## src/sdsf_pkg.sv

```systemverilog
// Shared types, segment codes and digit decode for the signed decimal segment formatter.
`timescale 1ns / 1ps

package sdsf_pkg;

	localparam int SegW = 7;

	localparam logic [SegW-1:0] SEG_BLANK = 7'h00;
	localparam logic [SegW-1:0] SEG_MINUS = 7'h40;

	// Thousands digit, remainder below one thousand and sign, between split and digit stages.
	typedef struct packed {
		logic       neg;
		logic [3:0] thou;
		logic [9:0] rem;
	} sdsf_split_t;

	// Decimal digits of the magnitude, each 0..9.
	typedef struct packed {
		logic       neg;
		logic [3:0] thou;
		logic [3:0] hund;
		logic [3:0] tens;
		logic [3:0] ones;
	} sdsf_digits_t;

	function automatic logic [SegW-1:0] digit_seg(input logic [3:0] d);
		logic [SegW-1:0] s;
		unique case (d)
			4'd0:    s = 7'h3F;
			4'd1:    s = 7'h21;
			4'd2:    s = 7'h5B;
			4'd3:    s = 7'h73;
			4'd4:    s = 7'h65;
			4'd5:    s = 7'h76;
			4'd6:    s = 7'h7E;
			4'd7:    s = 7'h23;
			4'd8:    s = 7'h7F;
			4'd9:    s = 7'h77;
			default: s = SEG_BLANK;
		endcase
		return s;
	endfunction

endpackage

```

## src/sdsf_split.sv

```systemverilog
// Magnitude and thousands split stage, registered into stage two.
`timescale 1ns / 1ps

module sdsf_split import sdsf_pkg::*; (
	input  logic        clk,
	input  logic        arst_n,
	input  logic        valid_s1,
	input  logic [15:0] value_s1,
	output logic        valid_s2,
	output sdsf_split_t split_s2
);

	logic        neg;
	logic [16:0] mag;
	logic [33:0] q_prod;
	logic [5:0]  q1000;
	logic [16:0] q_back;
	logic [16:0] rem_full;
	logic [9:0]  q10_prod;
	logic [1:0]  q10;
	logic [5:0]  thou_full;
	sdsf_split_t split_d;

	assign neg = value_s1[15];
	// Magnitude reaches 32768 for the most negative value, so keep 17 bits.
	assign mag = neg ? (17'd0 - {1'b1, value_s1}) : {1'b0, value_s1};

	// mag / 1000 by reciprocal 2^26 / 1000 rounded up, exact over the full range
	assign q_prod   = 34'(mag) * 34'd67109;
	assign q1000    = q_prod[31:26];
	assign q_back   = 17'(q1000) * 17'd1000;
	assign rem_full = mag - q_back;

	// quotient stays below 33, so 13/128 gives an exact divide by ten
	assign q10_prod  = 10'(q1000) * 10'd13;
	assign q10       = q10_prod[8:7];
	assign thou_full = q1000 - 6'(q10) * 6'd10;

	always_comb begin
		split_d.neg  = neg;
		split_d.thou = thou_full[3:0];
		split_d.rem  = rem_full[9:0];
	end

	always_ff @(posedge clk or negedge arst_n) begin
		if (!arst_n) begin
			valid_s2 <= 1'b0;
		end else begin
			valid_s2 <= valid_s1;
		end
	end

	always_ff @(posedge clk) begin
		if (valid_s1) begin
			split_s2 <= split_d;
		end
	end

endmodule

```

## src/sdsf_digits.sv

```systemverilog
// Hundreds, tens and ones digits from the remainder below one thousand.
`timescale 1ns / 1ps

module sdsf_digits import sdsf_pkg::*; (
	input  sdsf_split_t  split,
	output sdsf_digits_t digits
);

	logic [15:0] h_prod;
	logic [3:0]  hund;
	logic [9:0]  r100_full;
	logic [6:0]  r100;
	logic [14:0] t_prod;
	logic [3:0]  tens;
	logic [6:0]  ones_full;

	// 41/4096 and 205/2048 are exact divides by 100 and 10 below 1024
	assign h_prod    = 16'(split.rem) * 16'd41;
	assign hund      = h_prod[15:12];
	assign r100_full = split.rem - 10'(hund) * 10'd100;
	assign r100      = r100_full[6:0];
	assign t_prod    = 15'(r100) * 15'd205;
	assign tens      = t_prod[14:11];
	assign ones_full = r100 - 7'(tens) * 7'd10;

	always_comb begin
		digits.neg  = split.neg;
		digits.thou = split.thou;
		digits.hund = hund;
		digits.tens = tens;
		digits.ones = ones_full[3:0];
	end

endmodule

```

## src/sdsf_encode.sv

```systemverilog
// Segment decode with sign placement and leading blank, into the result register.
`timescale 1ns / 1ps

module sdsf_encode import sdsf_pkg::*; (
	input  logic            clk,
	input  logic            arst_n,
	input  logic            valid_s2,
	input  sdsf_digits_t    digits,
	input  logic            point_on,
	output logic            done_q,
	output logic [SegW-1:0] first_q,
	output logic [SegW-1:0] second_q,
	output logic [SegW-1:0] third_q,
	output logic [SegW-1:0] fourth_q,
	output logic            point_q
);

	logic [SegW-1:0] first_d;
	logic [SegW-1:0] second_d;
	logic            thou_nz;
	logic            hund_nz;

	assign thou_nz = (digits.thou != 4'd0);
	assign hund_nz = (digits.hund != 4'd0);

	always_comb begin
		priority if (!digits.neg) begin
			first_d  = thou_nz ? digit_seg(digits.thou) : SEG_BLANK;
			second_d = digit_seg(digits.hund);
		end else if (thou_nz) begin
			// no room for the sign: show both digits
			first_d  = digit_seg(digits.thou);
			second_d = digit_seg(digits.hund);
		end else if (hund_nz) begin
			first_d  = SEG_MINUS;
			second_d = digit_seg(digits.hund);
		end else begin
			first_d  = SEG_BLANK;
			second_d = SEG_MINUS;
		end
	end

	always_ff @(posedge clk or negedge arst_n) begin
		if (!arst_n) begin
			done_q <= 1'b0;
		end else begin
			done_q <= valid_s2;
		end
	end

	always_ff @(posedge clk) begin
		if (valid_s2) begin
			first_q  <= first_d;
			second_q <= second_d;
			third_q  <= digit_seg(digits.tens);
			fourth_q <= digit_seg(digits.ones);
			point_q  <= point_on;
		end
	end

endmodule

```

## src/signed_decimal_segment_formatter_core.sv

```systemverilog
// Top level of the signed decimal four-place seven-segment formatter.
// Usage:
//   Command channel: drive value and raise start; the word is taken at a
//   rising edge with start high and busy low. busy is never raised, so a
//   new value may be issued on every cycle.
//   Result channel: done is high for exactly one cycle with the four
//   segment patterns and point_lit; the receiver must take it then.
//   Pipeline: the accepted word passes the input register, the thousands
//   split with a constant reciprocal multiply, and the digit and segment
//   decode into the result register, which raises done.
//   Throughput: one word per cycle, set by the three-stage pipeline.
//   Configuration: cfg_valid/cfg_ready write decimal_point_on; cfg_ready
//   is always high. Write it only while no word is in flight.
//   Reset: arst_n low clears the pipeline valids and decimal_point_on;
//   no result is produced until a new word is taken.
//   The receiver cannot stall, so nothing is held back.
`timescale 1ns / 1ps

module signed_decimal_segment_formatter_core import sdsf_pkg::*; (
	input  logic            clk,
	input  logic            arst_n,
	input  logic            start,
	output logic            busy,
	input  logic [15:0]     value,
	input  logic            cfg_valid,
	output logic            cfg_ready,
	input  logic            cfg_data,
	output logic            done,
	output logic [SegW-1:0] first_digit_segments,
	output logic [SegW-1:0] second_digit_segments,
	output logic [SegW-1:0] third_digit_segments,
	output logic [SegW-1:0] fourth_digit_segments,
	output logic            point_lit
);

	logic         dp_on_q;
	logic         valid_s1;
	logic [15:0]  value_s1;
	logic         valid_s2;
	sdsf_split_t  split_s2;
	sdsf_digits_t digits;

	assign busy      = 1'b0;
	assign cfg_ready = 1'b1;

	always_ff @(posedge clk or negedge arst_n) begin
		if (!arst_n) begin
			dp_on_q  <= 1'b0;
			valid_s1 <= 1'b0;
		end else begin
			if (cfg_valid && cfg_ready) begin
				dp_on_q <= cfg_data;
			end
			valid_s1 <= start && !busy;
		end
	end

	always_ff @(posedge clk) begin
		if (start && !busy) begin
			value_s1 <= value;
		end
	end

	sdsf_split u_split (
		.clk      (clk),
		.arst_n   (arst_n),
		.valid_s1 (valid_s1),
		.value_s1 (value_s1),
		.valid_s2 (valid_s2),
		.split_s2 (split_s2)
	);

	sdsf_digits u_digits (
		.split  (split_s2),
		.digits (digits)
	);

	sdsf_encode u_encode (
		.clk      (clk),
		.arst_n   (arst_n),
		.valid_s2 (valid_s2),
		.digits   (digits),
		.point_on (dp_on_q),
		.done_q   (done),
		.first_q  (first_digit_segments),
		.second_q (second_digit_segments),
		.third_q  (third_digit_segments),
		.fourth_q (fourth_digit_segments),
		.point_q  (point_lit)
	);

`ifndef SYNTH
	// every result traces back to an earlier accepted word
	a_latency: assert property (@(posedge clk) disable iff (!arst_n)
		done |-> $past(start && !busy, 3))
		else $error("result without a matching accepted word");

	a_minus_second: assert property (@(posedge clk) disable iff (!arst_n)
		(done && second_digit_segments == SEG_MINUS) |-> first_digit_segments == SEG_BLANK)
		else $error("minus in second place without blank first place");

	a_minus_first: assert property (@(posedge clk) disable iff (!arst_n)
		(done && first_digit_segments == SEG_MINUS) |->
		(second_digit_segments != SEG_MINUS && second_digit_segments != SEG_BLANK &&
		second_digit_segments != 7'h3F))
		else $error("leading minus must precede a nonzero hundreds digit");
`endif

endmodule

```

## config.mk

```make
export PLATFORM = sky130hd
export DESIGN_NAME = signed_decimal_segment_formatter_core
export DESIGN_NICKNAME = d
export VERILOG_FILES = /design/src/sdsf_pkg.sv /design/src/sdsf_split.sv /design/src/sdsf_digits.sv /design/src/sdsf_encode.sv /design/src/signed_decimal_segment_formatter_core.sv
export SDC_FILE = /design/constraint.sdc
export NUM_CORES = 1
export LEC_CHECK = 0
export ABC_AREA = 1
export BUFFER_PORTS_ARGS = -buffer_cell sky130_fd_sc_hd__buf_2
export CAP_MARGIN = 20
export CORE_ASPECT_RATIO = 0.5
export CORE_UTILIZATION = 60
export CTS_BUF_LIST = sky130_fd_sc_hd__clkbuf_4 sky130_fd_sc_hd__clkbuf_8 sky130_fd_sc_hd__clkbuf_16
export DETAILED_ROUTE_END_ITERATION = 12
export PLACE_DENSITY = 0.78
export SLEW_MARGIN = 30
export SYNTH_ARGS = -nofsm -noshare
export SYNTH_HDL_FRONTEND = slang
export SYNTH_SLANG_ARGS = --single-unit
```

## constraint.sdc

```tcl
create_clock -name clk -period 10.5 [get_ports clk]
set_clock_uncertainty 0.1 [all_clocks]
set_input_delay 1.05 -clock clk [delete_from_list [all_inputs] [get_ports clk]]
set_output_delay 1.05 -clock clk [all_outputs]
set_load 0.02 [all_outputs]
```

==> impl_metrics.py, run 1 <==
metrics = {
    "worst_hold_path": {
        "hp-class": "flip-flop to flip-flop",
        "hold_end": "u_encode.point_q",
        "hold_path_depth": 0,
        "hp-start": "dp_on_q",
    },
    "detailed_routing": {
        "drt_iter0_markers": 439,
        "first_pass_iters": 6,
        "wire_per_inst_microns": 14.5,
        "drt-total-wl_mm": 21.0,
        "vias": 7651,
        "vias_per_cell": 5.31,
        "ant_nets": 0,
        "route.detailed.drc": 0,
    },
    "grt": {
        "antenna_found_initial": 1,
        "grt_max_degree": 31,
        "grt_pass1_wl_mm": 35.3,
        "grt_usage_pct": 26.4,
        "grt_pass1_vias": 7768,
        "overflow": 0,
    },
    "critical_path": {
        "cp-end-kind": "flip-flop",
        "r2r_slack_ns": 0.71,
        "crit_arrival_ns": 9.97,
        "worst-path-max-fanout": 8,
        "start_kind": "flip-flop",
        "path_class": "flip-flop to flip-flop",
        "cp_slowest_stage_delay_ns": 0.56,
        "rr_startpoint": "value_s1[0]",
        "crit_top_cell": "inv_1",
        "ff2ff_path_depth": 45,
        "critPathRequiredTime_ns": 10.68,
        "slowest_stage": "edfxtp_1",
    },
    "placed_design": {
        "io_buffers": 50,
        "dp_hpwl_mm": 17.8,
        "gp_congestion": 0.936,
    },
    "synthesis": {
        "yosysTopAreaCell": "ha_1",
        "ys.flop_type": "edfxtp_1",
        "synthArstFlopShare_pct": 5.63,
        "synthTopCellsByArea": "ha_1 (31%), edfxtp_1 (18%), fa_1 (13%), inv_1 (9.6%), nand2_1 (7.7%)",
        "yosysSeqAreaShare_pct": 20.5,
        "avgSynthCellArea_sq_um": 8.66,
        "syn_area_sq_um": 9940,
        "syn_inst": 1147,
        "yosysWarnings": 0,
        "synth_enable_flop_cells": 60,
        "yosysUniqueCellTypes": 46,
        "synth_top_area_share_pct": 30.7,
        "synth_seq_cells": 71,
    },
    "sta": {
        "fin_crit_sh_pct": 93.2,
        "relSlewSlack_pct": 40.2,
        "fmax_ghz": 0.102,
        "rsz0062_at_grt": "false",
        "tns_ns": 0,
        "drv_slew": 0,
        "worst_pin_slew_ns": 0.890,
        "hold_viol_final": 0,
        "setup_viol": 0,
        "final.min_clock_period_ns": 9.79,
    },
    "die": {
        "fp-row-count": 32,
        "core_area_sq_um": 15800,
        "fp.dieH_microns": 93.0,
        "start_util_pct": 63.0,
        "pin_count": 53,
        "die_area_sq_um": 17100,
        "die_x_microns": 184,
    },
    "clock_network": {
        "clock_path_buffers": 2,
        "cts_hold_buffers": 0,
        "cts_tree": "done",
        "cts_htree_levels": 3,
        "cts_buffers": 9,
        "cts.reportedPaths.clkPinSlew_ns": 0.06,
        "clkLatencyLatePin_ns": 0.34,
        "cts_root_buf": "clkbuf_16",
        "cts.sinks": 71,
        "postCtsSetupBuffers": 0,
    },
    "finish": {
        "final_layout_size_suffix_gt1_share_pct": 10.4,
        "nNetsFinal": 1543,
        "n_antenna_cell": 0,
        "syn_to_final_growth_pct": 9.20,
    },
    "status": {
        "outcome": "finished, final reports clean",
    },
    "job": {
        "maxCapViolations": 0,
    },
}
[how the worst max path moves through the flow]
stage,start,slack (ns),cells after the start,endpoint
2_1_floorplan,value_s1[0],1.53,41,flip-flop
3_3_place_gp,value_s1[0],0.99,45,flip-flop
3_5_place_dp,value_s1[0],0.56,45,flip-flop
4_1_cts,value_s1[0],0.48,45,flip-flop
5_1_grt,value_s1[0],0.03,45,flip-flop
6_report,value_s1[0],0.71,45,flip-flop
[Yosys cell counts (7+ instances only)]
library cell and n:
ha_1 244, xor2_1 24, fa_1 63, nand2_2 10, a21oi_1 39, xnor2_1 11, o21ai_0 32, or2_2 9
edfxtp_1 60, inv_1 254, inv_2 8, dfxtp_1 7, nor2_1 65, nand4_1 10, nand2_1 205, nand3_1 43
[repair_timing]
action,4_1_cts,5_1_grt
gates resized for setup,0,4
setup endpoints to repair,0,6
endpoints found under the hold margin,0,0
[stage by stage]
step                setup slack (ns)  instances  cell area (sq um)  util (%)  hold WS [ns]
floorplan                       1.53       1152               9960         -         0.321
global placement               0.987       1425              10500      66.6         0.327
detailed placement             0.564       1425              10500      66.6         0.356
CTS                            0.479       1441              10800      68.7         0.374
global route                  0.0311       1441              10900      68.8         0.390
finish                         0.714       1441              10900      68.8         0.376
[cell type report]
| cell class | instances | area, sq um |
|---|---|---|
| clock inverters | 7 | 106 |
| multi-input cells | 816 | 6930 |
| repair buffers | 55 | 288 |
| clock buffers | 9 | 225 |
| fillers | 1277 | 4920 |
| well taps | 221 | 277 |
| inverters | 262 | 983 |
| flip-flops and latches | 71 | 2040 |
[cell families (layout without fill, tap and decap cells)]
| family | after synthesis | count (layout) | synth area share, % |
|---|---|---|---|
| AO/OA/AOI/OAI | 93 | 93 | 5.22 |
| XOR/XNOR | 39 | 39 | 3.85 |
| adder cells (fa/ha/maj) | 307 | 307 | 43.4 |
| buffers and inverters | 265 | 333 | 10.1 |
| flip-flops | 71 | 71 | 20.5 |
| multiplexers | 1 | 1 | 0.113 |
| other | 2 | 7 | 0.0756 |
| AND/OR/NAND/NOR | 369 | 369 | 16.7 |
[layout by cell type, fill, tap and decap left out, types with 3 or more instances in the layout]
master / Yosys / routed
nor3_2: 3 / 3
a31oi_1: 4 / 4
nand3_1: 43 / 43
o21ai_0: 32 / 31
xor2_1: 24 / 22
nand2_2: 10 / 10
or2_2: 9 / 9
inv_1: 254 / 254
nand2_4: 3 / 3
xnor2_1: 11 / 11
buf_2: 0 / 50
nand3_2: 3 / 3
nor2_1: 65 / 65
nor3_1: 4 / 4
clkinv_4: 0 / 4
buf_4: 3 / 5
o21a_1: 3 / 3
fa_1: 63 / 63
edfxtp_1: 60 / 60
inv_2: 8 / 8
nor2_2: 4 / 4
o21bai_1: 3 / 3
o21ai_1: 4 / 5
nand4_1: 10 / 10
ha_1: 244 / 244
nand2_1: 205 / 205
a21oi_1: 39 / 39
dfrtp_1: 4 / 3
clkbuf_16: 0 / 9
conb_1: 2 / 7
dfxtp_1: 7 / 7
xor2_2: 2 / 4
[sequential cells by signal, indices dropped and copies added, names as in the netlist, named ones only]
name,cells
u_split.valid_s2,1
u_encode.second_q,7
dp_on_q,1
u_encode.third_q,7
valid_s1,1
u_encode.first_q,7
u_encode.point_q,1
u_encode.fourth_q,7
value_s1,16
u_split.split_s2,15
u_encode.done_q,1
[worst max-delay path, delay by kind of cell, from the launching register on]
kind / cells / cell delay (ns)
buf+inv: 9 / 0.60
flops: 1 / 0.56
fa+ha+maj: 11 / 4.18
simple gates: 16 / 2.41
xor+xnor: 1 / 0.41
compound gates: 8 / 1.46
[layer usage]
layer | global-route usage, % | part of all wire [%]
met2 | 47.8 | 48
met3 | 4.60 | 6.0
met1 | 32.5 | 44
met4 | 7.57 | 1.7
met5 | 0 | 0.062
Power of run 1 is left out: the tool's default activity adds up to more than one toggle a clock period on the data nets, which glitch-free logic cannot reach.
==> run 2: changes to the inputs <==
CTS_BUF_LIST = sky130_fd_sc_hd__clkbuf_8   (was sky130_fd_sc_hd__clkbuf_4 sky130_fd_sc_hd__clkbuf_8 sky130_fd_sc_hd__clkbuf_16)
==> run 2 against run 1 <==
Net effect:
- via count is 0.39% lower
- cell count stayed put
- critical path depth stayed put
- sequential cell count stayed put
- global-route usage is 0.16 points lower
- first-iteration DRC count is 5.0% lower
- count of clock-buffer cells in the layout stayed put
- critical path type unchanged
- die area stayed put
- highest routed layer is now met4
- non-clock buffer count stayed put
- core utilization is 0.64 points lower
- final area is 0.93% lower
- routed wire length is 0.87% lower
==> impl_metrics.py, run 2 (same netlist as run 1, synthesis figures left out) <==
metrics = {
    "grt": {
        "grt_pass1_wl_mm": 35.1,
        "grt_usage_pct": 26.2,
        "grt_pass1_vias": 7741,
        "grt_max_degree": 31,
        "antenna_found_initial": 0,
        "overflow": 0,
    },
    "sta": {
        "rsz0062_at_grt": "false",
        "final.min_clock_period_ns": 9.78,
        "relSlewSlack_pct": 38.8,
        "fin_crit_sh_pct": 93.2,
        "worst_pin_slew_ns": 0.910,
        "tns_ns": 0,
        "hold_viol_final": 0,
        "setup_viol": 0,
        "fmax_ghz": 0.102,
        "drv_slew": 0,
    },
    "clock_network": {
        "cts_htree_levels": 3,
        "cts_tree": "done",
        "clock_path_buffers": 2,
        "clkLatencyLatePin_ns": 0.36,
        "cts_root_buf": "clkbuf_8",
        "cts.reportedPaths.clkPinSlew_ns": 0.09,
        "cts_buffers": 9,
        "cts.sinks": 71,
    },
    "detailed_routing": {
        "ant_nets": 0,
        "wire_per_inst_microns": 14.4,
        "vias": 7621,
        "first_pass_iters": 5,
        "vias_per_cell": 5.29,
        "route.detailed.drc": 0,
        "drt-total-wl_mm": 20.8,
        "drt_iter0_markers": 417,
    },
    "critical_path": {
        "path_class": "flip-flop to flip-flop",
        "cp_slowest_stage_delay_ns": 0.60,
        "start_kind": "flip-flop",
        "crit_top_cell": "inv_1",
        "slowest_stage": "edfxtp_1",
        "critPathRequiredTime_ns": 10.70,
        "crit_arrival_ns": 9.99,
        "worst-path-max-fanout": 8,
        "cp-end-kind": "flip-flop",
        "r2r_slack_ns": 0.72,
    },
    "finish": {
        "fin_util_pct": 68.2,
        "n_antenna_cell": 0,
        "nNetsFinal": 1543,
        "syn_to_final_growth_pct": 8.18,
        "largestRegisters": "value_s1: 16 flops, u_split.split_s2: 15 flops",
        "finalInstanceArea_sq_um": 10800,
        "final_cell_mix": "inv_1 (254), ha_1 (244), nand2_1 (205)",
        "final_layout_size_suffix_gt1_share_pct": 10.4,
        "largest_reg_flops": 16,
        "top_register": "value_s1",
        "final_common_cell": "inv_1",
    },
    "die": {
        "start_util_pct": 63.0,
        "fp.dieH_microns": 93.0,
        "fp-row-count": 32,
        "pin_count": 53,
        "die_x_microns": 184,
        "die_area_sq_um": 17100,
        "core_area_sq_um": 15800,
    },
    "placed_design": {
        "gp_congestion": 0.936,
        "place_area_sq_um": 10500,
        "io_buffers": 50,
        "dp_hpwl_mm": 17.8,
    },
    "worst_hold_path": {
        "hp-class": "input port to asynchronous set/reset pin",
    },
    "job": {
        "maxCapViolations": 0,
    },
    "status": {
        "outcome": "finished, final reports clean",
    },
}
[run 2: cell counts in the layout (fill, tap and decap cells not counted)]
Identical to the previous run, type by type.
[run 2: cell type report]
type / instances / area (sq um)
Sequential cell: 71 / 2040
Fill cell: 1299 / 5020
Tap cell: 221 / 277
Inverter: 262 / 983
Clock buffer: 9 / 124
Clock inverter: 7 / 106
Timing Repair Buffer: 55 / 288
Multi-Input combinational cell: 816 / 6930
[run 2: timing repair]
| action | 4_1_cts | 5_1_grt |
|---|---|---|
| resized for setup | 0 | 4 |
| setup buffers | 0 | 0 |
| hold buffers | 0 | 0 |
| setup endpoints to repair | 0 | 5 |
[run 2: through the flow]
stage | setup slack [ns] | hold WS, ns | std cells
5_1_grt | 0.0365 | 0.371 | 1441
2_1_floorplan | 1.53 | 0.321 | 1152
4_1_cts | 0.482 | 0.370 | 1441
6_report | 0.716 | 0.378 | 1441
3_5_place_dp | 0.564 | 0.356 | 1425
3_3_place_gp | 0.987 | 0.327 | 1425
[run 2: path summary, 6_finish.rpt]
path                       cells after the start   startpoint          endpoint
hold reg to reg                                0      dp_on_q  u_encode.point_q
hold / removal                                 1       arst_n  u_split.valid_s2
setup / recovery                              45  value_s1[0]         flip-flop
max in group asynchronous                      1       arst_n  u_split.valid_s2
min in group clk                               0      dp_on_q  u_encode.point_q
setup reg to reg                              45  value_s1[0]         flip-flop
[run 2: metal layers]
layer	routed length (microns)	GRT usage, %	vias to the layer above
met3	1060	3.93	35
met1	9160	32.5	3592
met5	0	0	-
met4	412	7.78	0
li1	-	-	3807
met2	10200	47.5	187
[run 2: worst max-delay path, delay by kind of cell, from the launching register on]
family          cells  cell delay, ns
fa+ha+maj          13            4.78
simple gates       16            2.13
compound gates      5            0.96
buf+inv            10            0.70
flops               1            0.60
xor+xnor            1            0.44
Power of run 2 is left out for the same reason.
